<file path="src/rtl/cau_pkg.sv">
`timescale 1ns / 1ps
// ----------------------------------------------------------------------------
// cau_pkg: shared definitions of the complex arithmetic unit
// Widths, operation, status and kind codes, transaction structs and the
// saturation helper used by the back end.
// ----------------------------------------------------------------------------
package cau_pkg;

    localparam int DATA_WIDTH = 32;
    localparam int FRAC_BITS  = 16;
    localparam int SUM_W      = DATA_WIDTH + 1;
    localparam int PROD_W     = 2 * DATA_WIDTH;
    localparam int REM_W      = PROD_W + 1;
    localparam int NUM_W      = PROD_W + FRAC_BITS;
    localparam int CMP_W      = NUM_W + DATA_WIDTH;

    localparam logic [REM_W-1:0] ROUND_HALF =
        (FRAC_BITS > 0) ? (REM_W'(1) << (FRAC_BITS - 1)) : '0;

    localparam int QUEUE_DEPTH = 4;
    localparam int QUEUE_PTR_W = 2;

    // operation codes
    localparam logic [1:0] OP_ADD = 2'd0;
    localparam logic [1:0] OP_SUB = 2'd1;
    localparam logic [1:0] OP_MUL = 2'd2;
    localparam logic [1:0] OP_DIV = 2'd3;

    // status codes
    localparam logic [1:0] ST_OK   = 2'd0;
    localparam logic [1:0] ST_DIVZ = 2'd1;
    localparam logic [1:0] ST_OVF  = 2'd2;

    // work kinds handed from the front end to the back end
    localparam logic [1:0] KIND_DONE  = 2'd0;
    localparam logic [1:0] KIND_ROUND = 2'd1;
    localparam logic [1:0] KIND_DIV   = 2'd2;

    typedef struct packed {
        logic [DATA_WIDTH-1:0] re;
        logic [DATA_WIDTH-1:0] im;
        logic [1:0]            status;
    } result_t;

    typedef struct packed {
        logic [1:0]        kind;
        result_t           res;
        logic              neg_re;
        logic [PROD_W-1:0] mag_re;
        logic              neg_im;
        logic [PROD_W-1:0] mag_im;
        logic [PROD_W-1:0] den;
    } token_t;

    typedef struct packed {
        logic [1:0]            kind;
        result_t               res;
        logic                  neg_re;
        logic                  neg_im;
        logic                  ovf_re;
        logic                  ovf_im;
        logic [REM_W-1:0]      rem_re;
        logic [REM_W-1:0]      rem_im;
        logic [DATA_WIDTH-1:0] low_re;
        logic [DATA_WIDTH-1:0] low_im;
        logic [PROD_W-1:0]     den;
    } stage_t;

    typedef struct packed {
        logic                  ovf;
        logic [DATA_WIDTH-1:0] val;
    } sat_t;

    // Clamp a sign-magnitude part to the signed data range.
    function automatic sat_t sat_part(input logic neg, input logic [REM_W-1:0] mag,
                                      input logic ovf_in);
        logic [REM_W-1:0] lim;
        sat_t             r;
        lim = neg ? (REM_W'(1) << (DATA_WIDTH - 1))
                  : ((REM_W'(1) << (DATA_WIDTH - 1)) - REM_W'(1));
        if (ovf_in || (mag > lim))
        begin
            r.ovf = 1'b1;
            r.val = neg ? {1'b1, {(DATA_WIDTH-1){1'b0}}} : {1'b0, {(DATA_WIDTH-1){1'b1}}};
        end
        else
        begin
            r.ovf = 1'b0;
            r.val = neg ? (~mag[DATA_WIDTH-1:0] + 1'b1) : mag[DATA_WIDTH-1:0];
        end
        return r;
    endfunction

endpackage

</file>
<file path="src/rtl/cau_queue.sv">
`timescale 1ns / 1ps
// ----------------------------------------------------------------------------
// cau_queue: token queue between front end and back end
// Small first-in first-out buffer so that either side can stall alone.
// ----------------------------------------------------------------------------
module cau_queue
(
    input  logic            clk,
    input  logic            rst_n,
    input  logic            push,
    input  cau_pkg::token_t wdata,
    output logic            full,
    input  logic            pop,
    output cau_pkg::token_t rdata,
    output logic            empty
);

    localparam int PTR_W = cau_pkg::QUEUE_PTR_W;

    cau_pkg::token_t  mem_reg [cau_pkg::QUEUE_DEPTH];
    logic [PTR_W-1:0] wr_ptr_reg, rd_ptr_reg;
    logic [PTR_W:0]   count_reg;
    logic             do_push, do_pop;

    assign full    = count_reg == (PTR_W+1)'(cau_pkg::QUEUE_DEPTH);
    assign empty   = count_reg == '0;
    assign do_push = push && !full;
    assign do_pop  = pop && !empty;
    assign rdata   = mem_reg[rd_ptr_reg];

    // track pointers and fill level
    always_ff @(posedge clk or negedge rst_n)
    begin
        if (!rst_n)
        begin
            wr_ptr_reg <= '0;
            rd_ptr_reg <= '0;
            count_reg  <= '0;
        end
        else
        begin
            if (do_push)
            begin
                wr_ptr_reg <= wr_ptr_reg + 1'b1;
            end
            if (do_pop)
            begin
                rd_ptr_reg <= rd_ptr_reg + 1'b1;
            end
            if (do_push && !do_pop)
            begin
                count_reg <= count_reg + 1'b1;
            end
            else if (do_pop && !do_push)
            begin
                count_reg <= count_reg - 1'b1;
            end
        end
    end

    // store incoming token
    always_ff @(posedge clk)
    begin
        if (do_push)
        begin
            mem_reg[wr_ptr_reg] <= wdata;
        end
    end

endmodule

</file>
<file path="config.mk">
export PLATFORM = sky130hd
export DESIGN_NAME = cau_queue
export DESIGN_NICKNAME = d
export VERILOG_FILES = /design/src/rtl/cau_pkg.sv /design/src/rtl/cau_queue.sv
export SDC_FILE = /design/constraint.sdc
export NUM_CORES = 1
export LEC_CHECK = 0
export BUFFER_PORTS_ARGS = -buffer_cell sky130_fd_sc_hd__buf_2
export CAP_MARGIN = 20
export CORE_MARGIN = 2
export CORE_UTILIZATION = 50
export DETAILED_ROUTE_END_ITERATION = 8
export HOLD_SLACK_MARGIN = 0.15
export PLACE_DENSITY = 0.71
export SLEW_MARGIN = 25
export SYNTH_ARGS = -nofsm -noshare
export SYNTH_HDL_FRONTEND = slang
export SYNTH_SLANG_ARGS = --single-unit
</file>
<file path="constraint.sdc">
create_clock -name clk -period 10.9 [get_ports clk]
set_input_delay 0.545 -clock clk [delete_from_list [all_inputs] [get_ports clk]]
set_output_delay 0.545 -clock clk [all_outputs]
set_load 0.005 [all_outputs]
</file>
### Word-level counts from Yosys, hierarchy flattened

Memories as Yosys holds them, arrays and structs flattened.
Cells that the tools add are included.

* flip-flop bits (word level): 7
* logic and storage cells: 23
* memory bits (writable): 1048
* memories: 1
* input bits: 266

Memory list
* mem_reg: words 4, bits a word 262, read ports 1, clocked after memory_dff 0, write ports 1, line cau_queue.sv:20 `cau_pkg::token_t mem_reg [cau_pkg::QUEUE_DEPTH];`

* muxes and demuxes: 4
* add/subtract/negate cells: 4
* eq/ne operators: 1
* reduce and logical (&&, ||, !) cells: 10

Operators with widths (number)
* $mux 3: 2
* $add 2x1->2 const B: 2
* $logic_and 1x1->1: 4
* $logic_not 1->1: 4
* $add 3x1->3 const B: 1
* $eq 3x3->1 const B: 1
* $logic_not 3->1: 1
* $sub 3x1->3 const B: 1
* $mux 1: 2
* $reduce_bool 2->1: 1

### Depth between registers and ports, before layout

Gate-level depths: netlist of the first run.

* word-level depth: 7
* gate-level depth with buffers: 9
* depth with buffers taken out: 8

### Worst setup path before layout of the first run

No wires, ideal clock.

* path type: input -> register
* from: in push
* to: mem mem_reg[0][0] (netlist name), enable pin
* arrival time: 6.770 ns
* stages: 3
* slack: 3.474 ns
* cells stage by stage: nor2b_1 buf_2 and2_1

* word-level cells in the longest chain between the ends: 3

Ends and longest elaborated chain
* start, declared: line cau_queue.sv:10 `input logic push,`
* $logic_and 1x1->1: line cau_queue.sv:27 `assign do_push = push && !full;`
* net do_push: line cau_queue.sv:23 `logic do_push, do_pop;`
* $mux 1: line cau_queue.sv:64 `if (do_push)`
* $mux 1 (not written as such): line cau_queue.sv:66 `mem_reg[wr_ptr_reg] <= wdata;`
* end, declared: line cau_queue.sv:20

The timed path passes the listed nets, and every way through them passes these cells.

==> flow_summary.yaml, run 1 <==
route:
  routedWlPerCell_um: 23.6
  drt_iter0_markers: 1330
  firstDrtPassIters: 6
  antenna_left: 0
  drc: 0
  viasPerCell: 5.38
  wirelength_um: 79900
  vias: 18200
finish:
  final_layout_size_suffix_gt1_share_pct: 41.4
  area_growth_pct: 25.1
  fin_util_pct: 63.2
  layout.nets: 2543
  fillers: 4982
  largest_reg_flops: 1048
timing:
  finalHoldViolCount: 0
  tightest_slew_ps: 1030
  clock_skew_ps: 22.0
  setup_viol: 0
  max-slew-margin-rel_pct: 31.4
  maxSlewViolCount: 0
  finalCritPeriodShare_pct: 41.3
  rsz0062_at_grt: "no"
  final.setup.tns_ps: 0
  layout_min_cycle_time_ps: 4500
  max_freq_mhz: 222
synth:
  yosysUniqueCellTypes: 21
  synthTopCellsByArea: "edfxtp_1 (82%), mux4_2 (15%), buf_12 (1.1%)"
  synth_cells: 1405
  syn_area_um2: 38400
  yosysSeqAreaShare_pct: 82.3
  synthDominantCellAreaShare_pct: 81.9
  synth_nets: 1677
  ys_warn_count: 0
  yosysTopAreaCell: "edfxtp_1"
  ys_ff_latch: 1055
  syn_avg_cell_area_um2: 27.4
clock_tree:
  cts_tree: "built"
  root_buffer: "clkbuf_16"
  numCtsBuffers: 106
  cts_resized: 0
  clock-sinks: 1055
  postCtsSetupRepairBufs: 0
  cts_buffer_depth: 3
  path_clk_slew_ps: 60
  ctsHtreeMaxLevel: 3
  clk_latency_ps: 660
floorplanning:
  dieArea_um2: 79100
  initial_utilization_pct: 50.5
  die-height_um: 281
  io_pins: 530
  num_rows: 101
  die_w_um: 281
  core_um2: 76100
pwr:
  p_leak_nw: 16.5
  power.density_nw_per_um2: 261
  ir_worst_vdd_uv: 175
  total_power_w: 0.0125
outcome:
  status: "finished clean"
placed_design:
  dp_hpwl_um: 47300
  place_congestion: 0.796
  port_buffers: 529
hold_path:
  hp-class: "in -> reg"
global_routing:
  first_global_vias: 19300
  grt_max_degree: 94
  antenna_found_initial: 4
  grt-ovfl-total: 0
  grt_first_pass_wirelength_um: 118000
  grt_usage_pct: 20.1
worst_setup_path:
  worstPathRequired_ps: 10360
  critPathLaunchType: "flop"
  crit_arrival_ps: 3950
  cp_max_fo: 49
  path_class: "reg -> out"
  end_kind: "primary output"
job:
  drv_cap: 0
kinds of logic (layout without fill, tap and decap cells):
group | after synthesis | after routing | synth area share, %
xor+xnor | 6 | 6 | 0.137
fa+ha+maj | 6 | 6 | 0.215
buf+inv | 64 | 1019 | 1.77
flops | 1055 | 1055 | 82.3
mux | 264 | 264 | 15.4
other cells | 0 | 2 | 0
simple gates | 10 | 10 | 0.150
cell type report:
type | count | area (um2) | share of cell area (%)
sequential | 1055 | 31700 | 65.8
clock buffer | 130 | 2760 | 5.75
antenna | 2 | 5.00 | 0.0104
inverter | 4 | 15.0 | 0.0312
timing repair buffer | 818 | 5510 | 11.5
clock inverter | 67 | 739 | 1.54
tap | 1030 | 1290 | 2.68
multi-input combinational | 286 | 6130 | 12.7
synth_stat cells (all sizes together):
master / n
and2: 4
nor3b: 1
inv: 4
or3: 1
nand3: 1
dfrtp: 7
clkbuf: 1
edfxtp: 1048
mux4: 262
mux2: 2
fa: 1
xor2: 2
ha: 5
buf: 59
nor2b: 1
nor2: 1
xnor2: 4
nand2: 1
power by group:
group	internal, W	leakage (nW)	total [W]	switching [W]
logic	0.00161	5.12	0.00334	0.00173
clock network	0.00210	1.69	0.00357	0.00148
registers	0.00536	9.68	0.00564	0.000275
total	0.00907	16.5	0.0125	0.00348
per-layer routing:
| metal | share of wire (%) | up-vias | wire length [um] | track usage, % |
|---|---|---|---|---|
| li1 | - | 7878 | - | - |
| met1 | 36 | 9520 | 29000 | 24.3 |
| met2 | 53 | 709 | 42400 | 34.9 |
| met3 | 7.8 | 126 | 6210 | 5.35 |
| met4 | 2.8 | 6 | 2240 | 7.15 |
| met5 | 0.051 | - | 41 | 0 |
path summary, 6_finish.rpt:
path                                            from                         to  slack, ps  depth (start not counted)
setup / recovery           rd_ptr_reg[0]$_DFFE_PN0P_                 rdata[146]       6400                          4
hold / removal                            wdata[107]  mem_reg[2][107]$_DFFE_PP_        200                          1
setup reg to reg            count_reg[2]$_DFFE_PN0P_  mem_reg[3][190]$_DFFE_PP_       7220                          6
hold reg to reg             count_reg[2]$_DFFE_PN0P_   count_reg[2]$_DFFE_PN0P_        490                          1
max in group asynchronous                      rst_n  rd_ptr_reg[0]$_DFFE_PN0P_      10390                          2
min in group asynchronous                      rst_n  rd_ptr_reg[1]$_DFFE_PN0P_        300                          2
critical path, cell delays in order, from the launching register on:
cell	delay, ps
dfrtp_4	990
buf_4	860
buf_6	620
mux4_2	600
buf_2	150
repair_timing:
item                                    in CTS  in global routing
endpoints found under the hold margin     1052                  0
hold buffers                               263                  0
endpoints found under the setup margin       0                  0
cell usage in the layout (no fill, tap or decap), drive strengths merged, types with 7 or more instances in the layout:
cell / synthesis / final
buf: 59 / 555
bufinv: 0 / 12
clkbuf: 1 / 130
clkinv: 0 / 47
dfrtp: 7 / 7
dlygate4sd3: 0 / 263
edfxtp: 1048 / 1048
inv: 4 / 7
mux4: 262 / 262
stage by stage:
| step | area, um2 | hold WS [ps] | worst slack, ps | instances |
|---|---|---|---|---|
| final | 48100 | 205 | 6400 | 3392 |
| after detailed placement | 42000 | 403 | 6610 | 2930 |
| after CTS | 48100 | 167 | 5880 | 3390 |
| after floorplan | 38400 | 249 | 3470 | 1405 |
| after global routing | 48100 | 183 | 5960 | 3391 |
| after global placement | 41900 | 399 | 6660 | 2929 |
(Power assumes the default switching activity.)
==> run 2, diff against run 1 <==
Clock period 10.9 ns to 4.5 ns, I/O delays scaled along.
==> run 2 against run 1 <==
Effect of this change:
- count of clock-buffer cells in the layout fell by 5
- sequential share of layout area fell by 0.30 points
- critical path type unchanged
- final cell count rose by 0.62%
- clock power rose by 130%
- register-to-register slack got worse by 5400 ps
- final area rose by 0.46%
==> flow_summary.yaml, run 2 (synthesis results as in run 1) <==
job:
  drv_cap: 0
timing:
  setup_ws_ps: 1470
  max-slew-margin-rel_pct: 37.6
  tightest_slew_ps: 937
  max_freq_mhz: 330
  clock_skew_ps: 15.7
  setup_viol: 0
  final.setup.tns_ps: 0
  rsz0062_at_grt: "no"
  finalHoldViolCount: 0
  finalCritPeriodShare_pct: 67.2
  maxSlewViolCount: 0
  layout_min_cycle_time_ps: 3030
pwr:
  power.density_nw_per_um2: 630
  total_power_w: 0.0304
  ir_worst_vdd_uv: 467
  p_leak_nw: 16.6
floorplanning:
  core_um2: 76100
  io_pins: 530
  num_rows: 101
  initial_utilization_pct: 50.5
  dieArea_um2: 79100
  die_w_um: 281
  die-height_um: 281
global_routing:
  grt-ovfl-total: 0
  antenna_found_initial: 10
  grt_max_degree: 71
  grt_first_pass_wirelength_um: 121000
  first_global_vias: 19800
  grt_usage_pct: 20.4
clock_tree:
  path_clk_slew_ps: 60
  clk_latency_ps: 650
  postCtsSetupRepairBufs: 0
  ctsHtreeMaxLevel: 3
  cts_buffer_depth: 3
  root_buffer: "clkbuf_16"
  cts_resized: 0
  clock-sinks: 1055
  cts_hold_buf: 266
  cts_tree: "built"
  numCtsBuffers: 103
worst_setup_path:
  max_stage_delay_ps: 950
  worstPathRequired_ps: 4280
  path_class: "reg -> out"
  critPathLaunchType: "flop"
  end_kind: "primary output"
  crit_chain: "buf_12, mux4_2, buf_2"
  slowest_stage: "dfrtp_4"
  cp_max_fo: 46
  ff2ff_path_depth: 4
  crit_arrival_ps: 2800
placed_design:
  dp_slack_ps: 1790
  place_congestion: 0.768
  port_buffers: 529
  dp_hpwl_um: 49000
  place_area_um2: 42400
route:
  drt_iter0_markers: 1365
  wirelength_um: 80800
  firstDrtPassIters: 5
  vias: 18500
  routedWlPerCell_um: 23.7
  viasPerCell: 5.42
  drc: 0
  antenna_left: 0
finish:
  layout.nets: 2566
  fin_area_um2: 48300
  largest_reg_flops: 1048
  area_growth_pct: 25.7
  regArea_um2: 31700
  multiInputGateArea_um2: 6130
  final_common_cell: "edfxtp_1"
  layout_common_cells: "edfxtp_1 (1048), buf_2 (529), dlygate4sd3_1 (266)"
  fillers: 4969
  final_layout_size_suffix_gt1_share_pct: 41.8
hold_path:
  whs_path_depth: 2
  hp-class: "in -> reg"
outcome:
  status: "finished clean"
==> run 2: changes by cell type in the layout (fill, tap and decap cells not counted), sizes merged <==
cell / previous run / this run
buf: 555 / 578
bufinv: 12 / 9
clkbuf: 130 / 125
clkinv: 47 / 41
clkinvlp: 5 / 6
diode: 2 / 9
dlygate4sd3: 263 / 266
inv: 7 / 8
==> run 2: layout make-up <==
cell class              count  area share (%)
flip-flops and latches   1055            65.5
diodes                      9          0.0466
repair buffers            844            12.3
well taps                1030            2.67
clock inverters            60            1.24
multi-input cells         286            12.7
inverters                   4          0.0311
clock buffers             125            5.55
==> run 2: path summary, 6_finish.rpt <==
check | from | end | slack, ps
max | rd_ptr_reg[0]$_DFFE_PN0P_ | rdata[46] | 1470
min | wdata[231] | mem_reg[1][231]$_DFFE_PP_ | 330
max reg2reg | count_reg[2]$_DFFE_PN0P_ | mem_reg[1][91]$_DFFE_PP_ | 1800
min reg2reg | count_reg[2]$_DFFE_PN0P_ | count_reg[2]$_DFFE_PN0P_ | 500
max in group asynchronous | rst_n | rd_ptr_reg[0]$_DFFE_PN0P_ | 3600
min in group asynchronous | rst_n | count_reg[2]$_DFFE_PN0P_ | 620
==> run 2: power by group <==
group          switching, W  leakage, nW  internal (W)
combinational       0.00445         5.32       0.00415
sequential         0.000573         9.68        0.0130
clock               0.00353         1.59       0.00477
==> run 2: per-layer routing <==
metal	vias to the layer above	track usage, %	share of wire (%)
li1	7915	-	-
met3	176	5.50	7.9
met5	-	0	0.025
met4	4	8.10	3.4
met2	711	33.8	51
met1	9687	25.9	38
==> run 2: through the flow <==
stage | cells | hold slack, ps | util (%)
6_report | 3413 | 333 | 63.5
5_1_grt | 3412 | 309 | 63.5
4_1_cts | 3404 | 276 | 63.5
3_5_place_dp | 2953 | 68.9 | 55.7
3_3_place_gp | 2952 | 65.6 | 55.6
2_1_floorplan | 1405 | -70.6 | -
==> run 2: worst max-delay path, delay by kind of cell, from the launching register on <==
family / cells / cell delay, ps
buf+inv: 2 / 580
flops: 1 / 950
mux: 1 / 580
==> run 3, diff against run 2 <==
Settings changed: PLACE_DENSITY 0.71 to 0.74.
Clock period 4.5 ns to 2.6 ns, I/O delays scaled along.
==> run 3 against run 2 <==
Effect of this change:
- non-clock buffer count rose by 40
- total power rose by 75%
- largest cell class unchanged
- first-iteration DRC count rose by 4.5%
- core utilization rose by 0.73 points
- critical path type unchanged
- count of clock-buffer cells in the layout rose by 3
- setup slack got worse by 1400 ps
- via count rose by 1.6%
- combinational power rose by 86%
- final cell count rose by 1.2%
- critical path depth rose by 1
==> flow_summary.yaml, run 3 (synthesis results as in run 1) <==
global_routing:
  first_global_vias: 20200
  grt_max_degree: 69
  use_met1_pct: 26.0
  antenna_found_initial: 7
  top_usage_layer: "met2"
  grt_first_pass_wirelength_um: 124000
  grt_use_met2_pct: 36.3
  grt_usage_pct: 21.0
  met3_usage_pct: 4.93
  grt-ovfl-total: 0
clock_tree:
  root_buffer: "clkbuf_16"
  ctsHtreeMaxLevel: 3
  clock-sinks: 1055
  cts_buffer_depth: 3
  cts_tree: "built"
  numCtsBuffers: 102
  clk_latency_ps: 650
  path_clk_slew_ps: 60
finish:
  fillers: 4874
  final_layout_size_suffix_gt1_share_pct: 42.4
  final_common_cell: "edfxtp_1"
  area_growth_pct: 27.1
  layout_common_cells: "edfxtp_1 (1048), buf_2 (517), dlygate4sd3_1 (266)"
  layout.nets: 2605
  largest_reg_flops: 1048
  regArea_um2: 31700
  multiInputGateArea_um2: 6130
worst_setup_path:
  end_kind: "primary output"
  worstPathRequired_ps: 2470
  path_class: "reg -> out"
  cp_max_fo: 29
  critPathLaunchType: "flop"
  crit_arrival_ps: 2410
timing:
  setup_ws_ps: 60.0
  max_freq_mhz: 394
  layout_min_cycle_time_ps: 2540
  rsz0062_at_grt: "yes"
  finalCritPeriodShare_pct: 97.7
  hold_ws_ps: 226
  finalHoldViolCount: 0
  tightest_slew_ps: 503
  maxSlewViolCount: 0
  clock_skew_ps: 31.2
  setup_viol: 0
  max-slew-margin-rel_pct: 66.5
outcome:
  status: "finished clean"
floorplanning:
  initial_utilization_pct: 50.5
  core_um2: 76100
  dieArea_um2: 79100
  num_rows: 101
  io_pins: 530
  die_w_um: 281
  die-height_um: 281
job:
  drv_cap: 0
placed_design:
  port_buffers: 529
  place_congestion: 0.803
  dp_slack_ps: 437
  dp_hpwl_um: 51200
route:
  drc: 0
  routedWlPerCell_um: 24.3
  viasPerCell: 5.44
  drt_iter0_markers: 1427
  vias: 18800
  antenna_left: 0
  wirelength_um: 83900
  firstDrtPassIters: 5
pwr:
  power.density_nw_per_um2: 1090
  ir_worst_vdd_uv: 829
  p_leak_nw: 16.9
hold_path:
  hp-class: "in -> reg"
## run 3: cell count changes in the layout (fill, tap and decap cells not counted), sizes merged
cell	change
bufinv	-2
clkinvlp	-5
clkbuf	+4
clkinv	+3
buf	+39
inv	+1
## run 3: stage by stage
stage / cells / cell area [um2] / TNS (ps) / utilization [%] / power, W
global route: 3451 / 48900 / -2310 / 64.2 / 0.0556
detailed placement: 2991 / 42800 / 0 / 56.3 / 0.0389
global placement: 2991 / 42800 / 0 / 56.3 / 0.0386
CTS: 3442 / 48700 / -331 / 64.0 / 0.0534
floorplan: 1405 / 38500 / -486840 / - / 0.0327
finish: 3453 / 48900 / 0 / 64.2 / 0.0533
## run 3: final cells by class
cell class / count / share of cell area, %
Multi-Input combinational cell: 286 / 12.5
Tap cell: 1030 / 2.64
Inverter: 4 / 0.0307
Antenna cell: 9 / 0.0461
Timing Repair Buffer: 884 / 13.4
Sequential cell: 1055 / 64.8
Clock buffer: 128 / 5.51
Clock inverter: 57 / 1.05
## run 3: power breakdown
group | switching [W] | internal [W] | leakage [nW]
Sequential | 0.000817 | 0.0224 | 9.68
Combinational | 0.00809 | 0.00787 | 5.62
Clock | 0.00609 | 0.00805 | 1.57
## run 3: worst max-delay path, stage by stage, from the launching register on
cell     delay (ps)
dfrtp_4         480
buf_16          250
buf_16          270
mux4_2          570
buf_2           150
## run 3: per-layer routing
metal / up-vias / share of wire, %
li1: 8002 / -
met1: 9871 / 36
met2: 774 / 54
met3: 137 / 7.1
met4: 0 / 2.9
met5: - / 0
## run 3: worst paths after layout
| kind | start | endpoint | slack [ps] | depth (start not counted) |
|---|---|---|---|---|
| max in group asynchronous | rst_n | rd_ptr_reg[0]$_DFFE_PN0P_ | 1830 | 3 |
| min in group asynchronous | rst_n | rd_ptr_reg[1]$_DFFE_PN0P_ | 500 | 3 |
| setup / recovery | rd_ptr_reg[0]$_DFFE_PN0P_ | rdata[90] | 60 | 4 |
| hold / removal | wdata[199] | mem_reg[0][199]$_DFFE_PP_ | 230 | 2 |
| hold reg to reg | count_reg[2]$_DFFE_PN0P_ | count_reg[2]$_DFFE_PN0P_ | 490 | 1 |
| setup reg to reg | count_reg[0]$_DFFE_PN0P_ | count_reg[2]$_DFFE_PN0P_ | 440 | 8 |
## run 3: timing repair
action                                   CTS  global route
hold endpoints to repair                1062             0
endpoints found under the setup margin    66           124
hold buffers                             266             0
pin swaps                                  0             0
cloned                                     0             1
buffers inserted                           0             1
resized for setup                          6            21
